$ cat config.mk
export PLATFORM = sky130hd
export DESIGN_NAME = ssbk_ram
export DESIGN_NICKNAME = d
export VERILOG_FILES = /design/src/rtl/core/ssbk_ram.sv
export SDC_FILE = /design/constraint.sdc
export NUM_CORES = 1
export LEC_CHECK = 0
export ABC_AREA = 1
export BUFFER_PORTS_ARGS = -buffer_cell sky130_fd_sc_hd__buf_2
export CELL_PAD_IN_SITES_DETAIL_PLACEMENT = 1
export CELL_PAD_IN_SITES_GLOBAL_PLACEMENT = 2
export CORE_UTILIZATION = 44
export DETAILED_ROUTE_END_ITERATION = 8
export PLACE_DENSITY = 0.87
export RECOVER_POWER = 25
export SYNTH_ARGS = -nofsm -noshare
export SYNTH_HDL_FRONTEND = slang
export SYNTH_SLANG_ARGS = --single-unit
$ cat constraint.sdc
create_clock -name clk -period 2.35 [get_ports clk]
set_input_delay 0.3525 -clock clk [delete_from_list [all_inputs] [get_ports clk]]
set_output_delay 0.3525 -clock clk [all_outputs]
set_load 0.01 [all_outputs]
$ cat src/rtl/core/ssbk_ram.sv
// Generic single-write, single-read RAM with registered read data.
// No dependencies.
module ssbk_ram #(
    parameter int WIDTH  = 8,
    parameter int DEPTH  = 64,
    parameter int ADDR_W = (DEPTH > 1) ? $clog2(DEPTH) : 1
) (
    input  logic              clk,
    input  logic              we,
    input  logic [ADDR_W-1:0] waddr,
    input  logic [WIDTH-1:0]  wdata,
    input  logic [ADDR_W-1:0] raddr,
    output logic [WIDTH-1:0]  rdata
);

    logic [WIDTH-1:0] mem [DEPTH];

    always_ff @(posedge clk)
    begin
        if (we)
        begin
            mem[waddr] <= wdata;
        end
        rdata <= mem[raddr];
    end

endmodule

==> run_results.csv, run 1 <==
group,metric,value,unit
timing,final_max_slew_viol_count,260,
logic_synthesis,synth_cell_type_count,16,
detailed_routing,vias,14200,
logic_synthesis,synth_cells,1805,
critical_path,required,2.00,ns
job,maxCapViolCount,4,
die,dieArea,49400,sq um
logic_synthesis,synthTopCellsByArea,"edfxtp_1 (72%), nand2_1 (11%), nand3_1 (10%)",
die,die_y,222,um
timing,finClkSkew,0.0135,ns
global_routing,antenna_found_initial,2,
die,die_w,222,um
hold_path,hold_end,"rdata[1]",
global_routing,grt_pass1_vias,14700,
critical_path,worst_path_max_delay_cell,"dfxtp_1",
global_routing,grt_pass1_wl,91500,um
clock_tree,tritoncts,"done",
placed_design,place.gp.congestion,0.834,
outcome,violations,"max-capacitance violations, max-slew violations",
logic_synthesis,syn-num-nets,1827,
critical_path,cp_cell_sequence,"buf_2",
clock_tree,cts_hold_buf,0,
outcome,status,"finished, violations left",
critical_path,r2r_start,"mem[59][4]",
logic_synthesis,synth_edf_count,512,
logic_synthesis,ys.warnings.count,0,
detailed_routing,antenna_left,0,
critical_path,rr_worst_depth,8,
logic_synthesis,synth_ff_type,"edfxtp_1",
placed_design,port_buffers,29,
clock_tree,ctsResizeCount,0,
critical_path,crit_type,"reg2out",
clock_tree,clock-root-buffer,"clkbuf_16",
clock_tree,clockBufferDepth,3,
detailed_routing,wl_per_cell,23.7,um
die,start_util,44.7,%
global_routing,track_usage,24.7,%
timing,tightest_slew,1.66,ns
critical_path,r2r_end,"rdata[4]",
logic_synthesis,yosysTopAreaCell,"edfxtp_1",
global_routing,grt_overflow,0,
critical_path,max_stage_delay,0.44,ns
hold_path,hold_path_class,"in2reg",
timing,hold_viol,0,
timing,period_minus_slack,1.57,ns
clock_tree,cts-buffers-inserted,53,
critical_path,cp_max_fo,1,
die,rows,80,
logic_synthesis,async_reset_ff_share,0,%
timing,finalSetupTns,0,ns
critical_path,worstPathArrival,1.22,ns
final_layout,area_growth,13.4,%
detailed_routing,drc,0,
logic_synthesis,netlist_top_cells_count,"nand2_1 (648), edfxtp_1 (512), nand3_1 (439), nor2_1 (56), buf_2 (37)",
logic_synthesis,seq_area_frac_synth,72.8,%
power_and_ir_drop,ir_worst_vdd,0.551,mV
clock_tree,clock_sinks,520,
final_layout,fin_nets,1918,
timing,rsz0062_at_grt,"no",
critical_path,cp_top_family,"flip-flops",
logic_synthesis,syn-cell-area,21300,sq um
logic_synthesis,synth.most_common_cell,"nand2_1",
global_routing,grt_max_degree,112,
critical_path,cp-end-kind,"primary output",
power_and_ir_drop,p_leak,8.85,nW
timing,finalCritPeriodShare,66.8,%
placed_design,dp_hpwl,36700,um
logic_synthesis,yosysTopAreaCellShare,72.0,%
critical_path,start_kind,"flop",
final_layout,fin_util,50.7,%
logic_synthesis,ys_ff_latch,520,
detailed_routing,drt_iter0_markers,1367,
clock_tree,htree_levels,2,
clock_tree,path_clk_slew,0.06,ns
timing,relSlewSlack,-10.6,%
logic_synthesis,postSynthAreaPerCell,11.8,sq um
timing,fmax,637,MHz
detailed_routing,drt_pass1_iterations,5,
timing,setup_violations,0,
clock_tree,clock_latency,0.60,ns
hold_path,hold_path.startpoint,"raddr[5]",
die,ios,30,
clock_tree,post-cts-setup-buffer-count,0,
die,core_area,47700,sq um
final_layout,drive_gt1_share,11.5,%
detailed_routing,wl,60400,um
detailed_routing,viasPerCell,5.58,
critical_path,reg2reg_slack,1.00,ns
critical_path,critPathBufInv,1,
power_and_ir_drop,p_per_area,811,nW/um^2
hold_path,hold_path_depth,3,
power breakdown:
part | internal (mW) | total, mW | switching [mW]
sequential | 10.3 | 10.3 | 0.0382
clock | 4.56 | 8.02 | 3.45
combinational | 0.342 | 1.30 | 0.955
registers in the layout (all words and copies together) (netlist names):
name	cells
rdata	8
mem	512
cell families (layout without fill, tap and decap cells):
kind of cell / after synthesis / in the layout / share of synthesized area [%]
simple gates: 1160 / 1160 / 23.2
other cells: 0 / 2 / 0
buf+inv: 125 / 255 / 4.02
flops: 520 / 520 / 72.8
stage by stage:
step / std cells / total power, mW / hold WS (ns) / worst slack [ns] / instance area (sq um)
after floorplan: 1805 / 11.2 / 0.451 / 0.231 / 21300
after global placement: 2456 / 11.8 / 0.731 / 0.284 / 22600
after detailed placement: 2456 / 11.8 / 0.732 / 0.226 / 22600
after CTS: 2550 / 19.8 / 0.0804 / 0.756 / 24200
after global routing: 2550 / 20.1 / 0.103 / 0.727 / 24200
final: 2552 / 19.6 / 0.124 / 0.779 / 24200
final cells by class:
cell class                      count  area [sq um]
Tap cell                          615           769
Clock inverter                     30           219
Multi-Input combinational cell   1160          4950
Timing Repair Buffer              149          1260
Clock buffer                       64          1410
Antenna cell                        2          5.00
Sequential cell                   520         15500
Fill cell                        4958         23600
Inverter                           12          52.6
worst max-delay path by stage:
| stage | start | to | cells past startpoint |
|---|---|---|---|
| 6_report | rdata[5] | rdata[5] | 1 |
| 5_1_grt | raddr[0] | rdata[4] | 11 |
| 4_1_cts | rdata[5] | rdata[5] | 1 |
| 3_5_place_dp | raddr[0] | rdata[6] | 12 |
| 3_3_place_gp | raddr[0] | rdata[4] | 12 |
| 2_1_floorplan | we | mem[48][0] | 3 |
metal layers:
metal,global-route usage (%),up-vias,part of all wire (%)
met5,0,-,0
met4,6.45,0,2.3
met3,3.83,79,5.2
met2,41.1,355,49
met1,33.9,7272,43
li1,-,6525,-
layout by cell type (no fill, tap or decap):
master,n
dfxtp_1,8
clkinv_1,14
clkbuf_2,4
clkbuf_1,10
buf_2,26
nand3_1,439
inv_4,1
buf_4,100
clkbuf_16,55
nor4_1,8
nand4_1,9
buf_6,1
diode_2,2
bufinv_16,3
nor2_1,56
clkinvlp_4,3
nand2_1,648
clkinv_2,9
inv_2,1
edfxtp_1,512
buf_12,17
inv_6,2
inv_1,9
(Power assumes the default switching activity.)
==> run 2, diff against run 1 <==
==> constraint.sdc (replaced) <==
create_clock -name clk -period 1.6 [get_ports clk]
set_input_delay 0.24 -clock clk [delete_from_list [all_inputs] [get_ports clk]]
set_output_delay 0.24 -clock clk [all_outputs]
set_load 0.01 [all_outputs]
==> run_results.csv, run 2 (synthesis gave the netlist of run 1 again) <==
group,metric,value,unit
clock_tree,clock-root-buffer,"clkbuf_16",
die,rows,80,
die,ios,30,
timing,hold_viol,0,
power_and_ir_drop,p_per_area,1160,nW/um^2
die,dieArea,49400,sq um
final_layout,mostFrequentLayoutCells,"nand2_1 (648), edfxtp_1 (512), nand3_1 (439)",
critical_path,start_kind,"flop",
final_layout,fin_nets,1978,
hold_path,hold_path_class,"in2reg",
detailed_routing,wl_met3,3560,um
clock_tree,post-cts-setup-buffer-count,0,
critical_path,cp_max_fo,1,
clock_tree,htree_levels,2,
die,die_y,222,um
timing,setup_violations,0,
global_routing,grt_overflow,0,
timing,finalSetupTns,0,ns
placed_design,port_buffers,29,
critical_path,reg2reg_slack,0.14,ns
power_and_ir_drop,finalPower,28.8,mW
power_and_ir_drop,ir_worst_vdd,0.959,mV
critical_path,crit_type,"reg2out",
power_and_ir_drop,p_leak,9.16,nW
detailed_routing,wl,62400,um
final_layout,area_growth,16.5,%
critical_path,cp_cell_sequence,"buf_2",
detailed_routing,antenna_left,0,
placed_design,placedCellCount,2516,
clock_tree,path_clk_slew,0.06,ns
critical_path,required,1.36,ns
detailed_routing,drc,0,
detailed_routing,vias,14700,
timing,final_max_slew_viol_count,390,
clock_tree,tritoncts,"done",
critical_path,cp_top_family,"flip-flops",
global_routing,grt_pass1_vias,15600,
timing,tightest_slew,1.76,ns
clock_tree,clock_sinks,520,
timing,rsz0062_at_grt,"no",
global_routing,grt_pass1_wl,94900,um
critical_path,worst_path_max_delay_cell,"dfxtp_1",
timing,fmax,644,MHz
job,maxCapViolCount,6,
global_routing,grt_max_degree,65,
placed_design,post_dp_cell_area,23400,sq um
die,start_util,44.7,%
critical_path,critPathBufInv,1,
clock_tree,ctsResizeCount,0,
final_layout,reg_top3,"mem: 512 flops, rdata: 8 flops",
critical_path,cp-end-kind,"primary output",
detailed_routing,viasPerCell,5.63,
final_layout,layout.cells.most_common,"nand2_1",
timing,finClkSkew,0.0209,ns
final_layout,drive_gt1_share,14.6,%
placed_design,dp_hpwl,39800,um
timing,finalCritPeriodShare,97.1,%
timing,relSlewSlack,-17.1,%
detailed_routing,drt_pass1_iterations,6,
outcome,violations,"max-capacitance violations, max-slew violations",
die,die_w,222,um
detailed_routing,drt_iter0_markers,1134,
final_layout,fill_cells,4972,
detailed_routing,top_layer,"met5",
final_layout,fin_cells,2614,
global_routing,antenna_found_initial,5,
placed_design,place.gp.congestion,0.842,
clock_tree,clock_latency,0.61,ns
global_routing,track_usage,25.7,%
clock_tree,clockBufferDepth,3,
critical_path,max_stage_delay,0.52,ns
detailed_routing,wl_met2,30300,um
critical_path,worstPathArrival,1.31,ns
final_layout,largest_reg_flops,512,
timing,period_minus_slack,1.55,ns
die,core_area,47700,sq um
detailed_routing,wl_per_cell,23.9,um
outcome,status,"finished, violations left",
detailed_routing,met1Wirelength,26100,um
clock_tree,cts_hold_buf,0,
final_layout,stdcell_area,24900,sq um
final_layout,largest-register,"mem",
clock_tree,cts-buffers-inserted,53,
run 2: changes by cell type in the layout (fill, tap and decap cells not counted), sizes merged:
cell      change
clkinvlp      -1
clkinv        -8
clkbuf       +16
diode         -1
buf          +58
bufinv        -2
run 2: area by class of cell:
| class | count | area, sq um | area share, % |
|---|---|---|---|
| flip-flops and latches | 520 | 15500 | 62.5 |
| clock buffers | 78 | 1470 | 5.92 |
| multi-input cells | 1160 | 5030 | 20.2 |
| repair buffers | 209 | 1880 | 7.55 |
| clock inverters | 19 | 116 | 0.468 |
| diodes | 1 | 2.50 | 0.0101 |
| inverters | 12 | 52.6 | 0.211 |
| well taps | 615 | 769 | 3.10 |
run 2: worst paths after layout:
kind / start / endpoint / depth (start not counted)
setup / recovery: rdata[5] / rdata[5] / 1
hold / removal: raddr[5] / rdata[0] / 3
setup reg to reg: mem[35][5] / rdata[5] / 8
hold reg to reg: mem[60][5] / rdata[5] / 8
run 2: per-stage QoR:
step / util [%] / worst slack, ns / hold slack, ns
6_report: 52.1 / 0.0464 / 0.0436
5_1_grt: 52.1 / 0.0434 / 0.0517
4_1_cts: 52.3 / 0.0305 / 0.00434
3_5_place_dp: 48.9 / -0.219 / 0.640
3_3_place_gp: 48.9 / -0.176 / 0.627
2_1_floorplan: - / -0.193 / 0.339
run 2: power by group:
part	leakage, nW	internal [mW]	switching (mW)
Combinational	3.72	0.631	1.46
Sequential	4.67	15.1	0.0648
Clock	0.765	6.50	5.09
Total	9.16	22.2	6.62
run 2: routing by layer:
metal	GRT usage, %	vias to the layer above
li1	-	6649
met1	33.5	7526
met2	42.5	416
met3	4.26	122
met4	11.5	4
met5	0	-
==> run 3, diff against run 2 <==
--- a/config.mk
+++ b/config.mk
@@ -9,9 +9,10 @@
 export BUFFER_PORTS_ARGS = -buffer_cell sky130_fd_sc_hd__buf_2
 export CELL_PAD_IN_SITES_DETAIL_PLACEMENT = 1
 export CELL_PAD_IN_SITES_GLOBAL_PLACEMENT = 2
-export CORE_UTILIZATION = 44
+export CORE_UTILIZATION = 47
 export DETAILED_ROUTE_END_ITERATION = 8
-export PLACE_DENSITY = 0.87
+export MAX_ROUTING_LAYER = met4
+export PLACE_DENSITY = 0.91
 export RECOVER_POWER = 25
 export SYNTH_ARGS = -nofsm -noshare
 export SYNTH_HDL_FRONTEND = slang
==> constraint.sdc (replaced) <==
create_clock -name clk -period 2 [get_ports clk]
set_input_delay 0.3 -clock clk [delete_from_list [all_inputs] [get_ports clk]]
set_output_delay 0.3 -clock clk [all_outputs]
set_load 0.01 [all_outputs]
==> run_results.csv, run 3 (synthesis gave the netlist of run 1 again) <==
group,metric,value,unit
placed_design,port_buffers,29,
detailed_routing,wl,61200,um
critical_path,cp-end-kind,"primary output",
timing,fmax,648,MHz
clock_tree,path_clk_slew,0.06,ns
final_layout,drive_gt1_share,11.7,%
die,dieArea,46300,sq um
clock_tree,clock_sinks,520,
placed_design,place.gp.congestion,0.826,
detailed_routing,wl_per_cell,24.1,um
clock_tree,clockBufferDepth,3,
critical_path,cp_cell_sequence,"buf_2",
critical_path,max_stage_delay,0.45,ns
clock_tree,ctsResizeCount,0,
timing,finClkSkew,0.0110,ns
job,maxCapViolCount,2,
final_layout,largest-register,"mem",
die,die_w,215,um
outcome,status,"finished, violations left",
die,start_util,47.9,%
detailed_routing,vias,14600,
clock_tree,clock-root-buffer,"clkbuf_16",
timing,hold_viol,0,
timing,period_minus_slack,1.54,ns
global_routing,track_usage,27.7,%
die,die_y,215,um
detailed_routing,drc,0,
final_layout,fin_cells,2540,
timing,finalSetupTns,0,ns
power_and_ir_drop,finalPower,23.3,mW
timing,rsz0062_at_grt,"no",
clock_tree,cts-buffers-inserted,55,
critical_path,start_kind,"flop",
timing,setup_violations,0,
timing,final_max_slew_viol_count,65,
detailed_routing,antenna_left,0,
global_routing,grt_pass1_vias,15400,
placed_design,placedCellCount,2436,
critical_path,cp_max_fo,1,
hold_path,hold_path_class,"in2reg",
detailed_routing,viasPerCell,5.74,
critical_path,required,1.70,ns
clock_tree,htree_levels,2,
detailed_routing,drt_pass1_iterations,5,
final_layout,layout.cells.most_common,"nand2_1",
global_routing,antenna_found_initial,1,
outcome,violations,"max-capacitance violations, max-slew violations",
clock_tree,cts_hold_buf,0,
final_layout,reg_top3,"mem: 512 flops, rdata: 8 flops",
power_and_ir_drop,p_per_area,960,nW/um^2
global_routing,grt_max_degree,65,
clock_tree,tritoncts,"done",
timing,tightest_slew,1.57,ns
power_and_ir_drop,ir_worst_vdd,1.21,mV
global_routing,grt_overflow,0,
timing,relSlewSlack,-4.39,%
critical_path,cp_top_family,"flip-flops",
final_layout,largest_reg_flops,512,
final_layout,mostFrequentLayoutCells,"nand2_1 (648), edfxtp_1 (512), nand3_1 (439)",
final_layout,fin_nets,1923,
critical_path,critPathBufInv,1,
critical_path,crit_type,"reg2out",
die,rows,77,
timing,finalCritPeriodShare,77.1,%
clock_tree,post-cts-setup-buffer-count,0,
placed_design,dp_hpwl,36900,um
critical_path,worst_path_max_delay_cell,"dfxtp_1",
detailed_routing,drt_iter0_markers,1120,
die,core_area,44500,sq um
critical_path,worstPathArrival,1.24,ns
clock_tree,clock_latency,0.59,ns
global_routing,grt_pass1_wl,92900,um
power_and_ir_drop,p_leak,8.93,nW
final_layout,area_growth,14.0,%
die,ios,30,
## run 3: cell types whose count changed in the layout (fill, tap and decap cells not counted), sizes merged
| cell | previous run | this run |
|---|---|---|
| diode | 1 | 2 |
| bufinv | 1 | 3 |
| buf | 202 | 145 |
| inv | 13 | 12 |
| clkbuf | 85 | 75 |
| clkinv | 15 | 30 |
| clkinvlp | 2 | 1 |
## run 3: through the flow
step / cell area [sq um] / worst slack [ns] / util [%] / hold slack, ns
2_1_floorplan: 21300 / -0.0661 / - / 0.399
3_3_place_gp: 22700 / 0.00456 / 50.9 / 0.738
3_5_place_dp: 22700 / -0.0399 / 50.9 / 0.743
4_1_cts: 24400 / 0.426 / 54.7 / 0.106
5_1_grt: 24300 / 0.467 / 54.6 / 0.134
6_report: 24300 / 0.458 / 54.6 / 0.132
## run 3: where the power goes
group          internal, mW  total (mW)  switching [mW]
registers              12.1        12.1          0.0465
logic                 0.422        1.55            1.12
clock network          5.56        9.69            4.13
total                  18.0        23.3            5.30
## run 3: layer usage
metal	GRT usage, %	routed length, um	vias to the layer above
met4	10.6	2070	0
met1	34.0	24700	7515
met2	47.3	31800	380
li1	-	-	6557
met3	3.07	2540	115
met5	-	0	-
## run 3: layout make-up
| type | count | area, sq um |
|---|---|---|
| clock buffers | 68 | 1470 |
| inverters | 12 | 55.1 |
| multi-input cells | 1160 | 4950 |
| repair buffers | 152 | 1340 |
| diodes | 2 | 5.00 |
| well taps | 592 | 741 |
| fillers | 4647 | 20200 |
| flip-flops and latches | 520 | 15500 |
| clock inverters | 34 | 231 |
## run 3: worst paths after layout
kind	start	to	slack (ns)	cells after the start
worst min-delay path	raddr[5]	rdata[0]	0.13	3
worst max-delay path	rdata[5]	rdata[5]	0.46	1
worst max register to register	mem[31][0]	rdata[0]	0.58	8
worst min register to register	mem[32][0]	rdata[0]	0.82	8
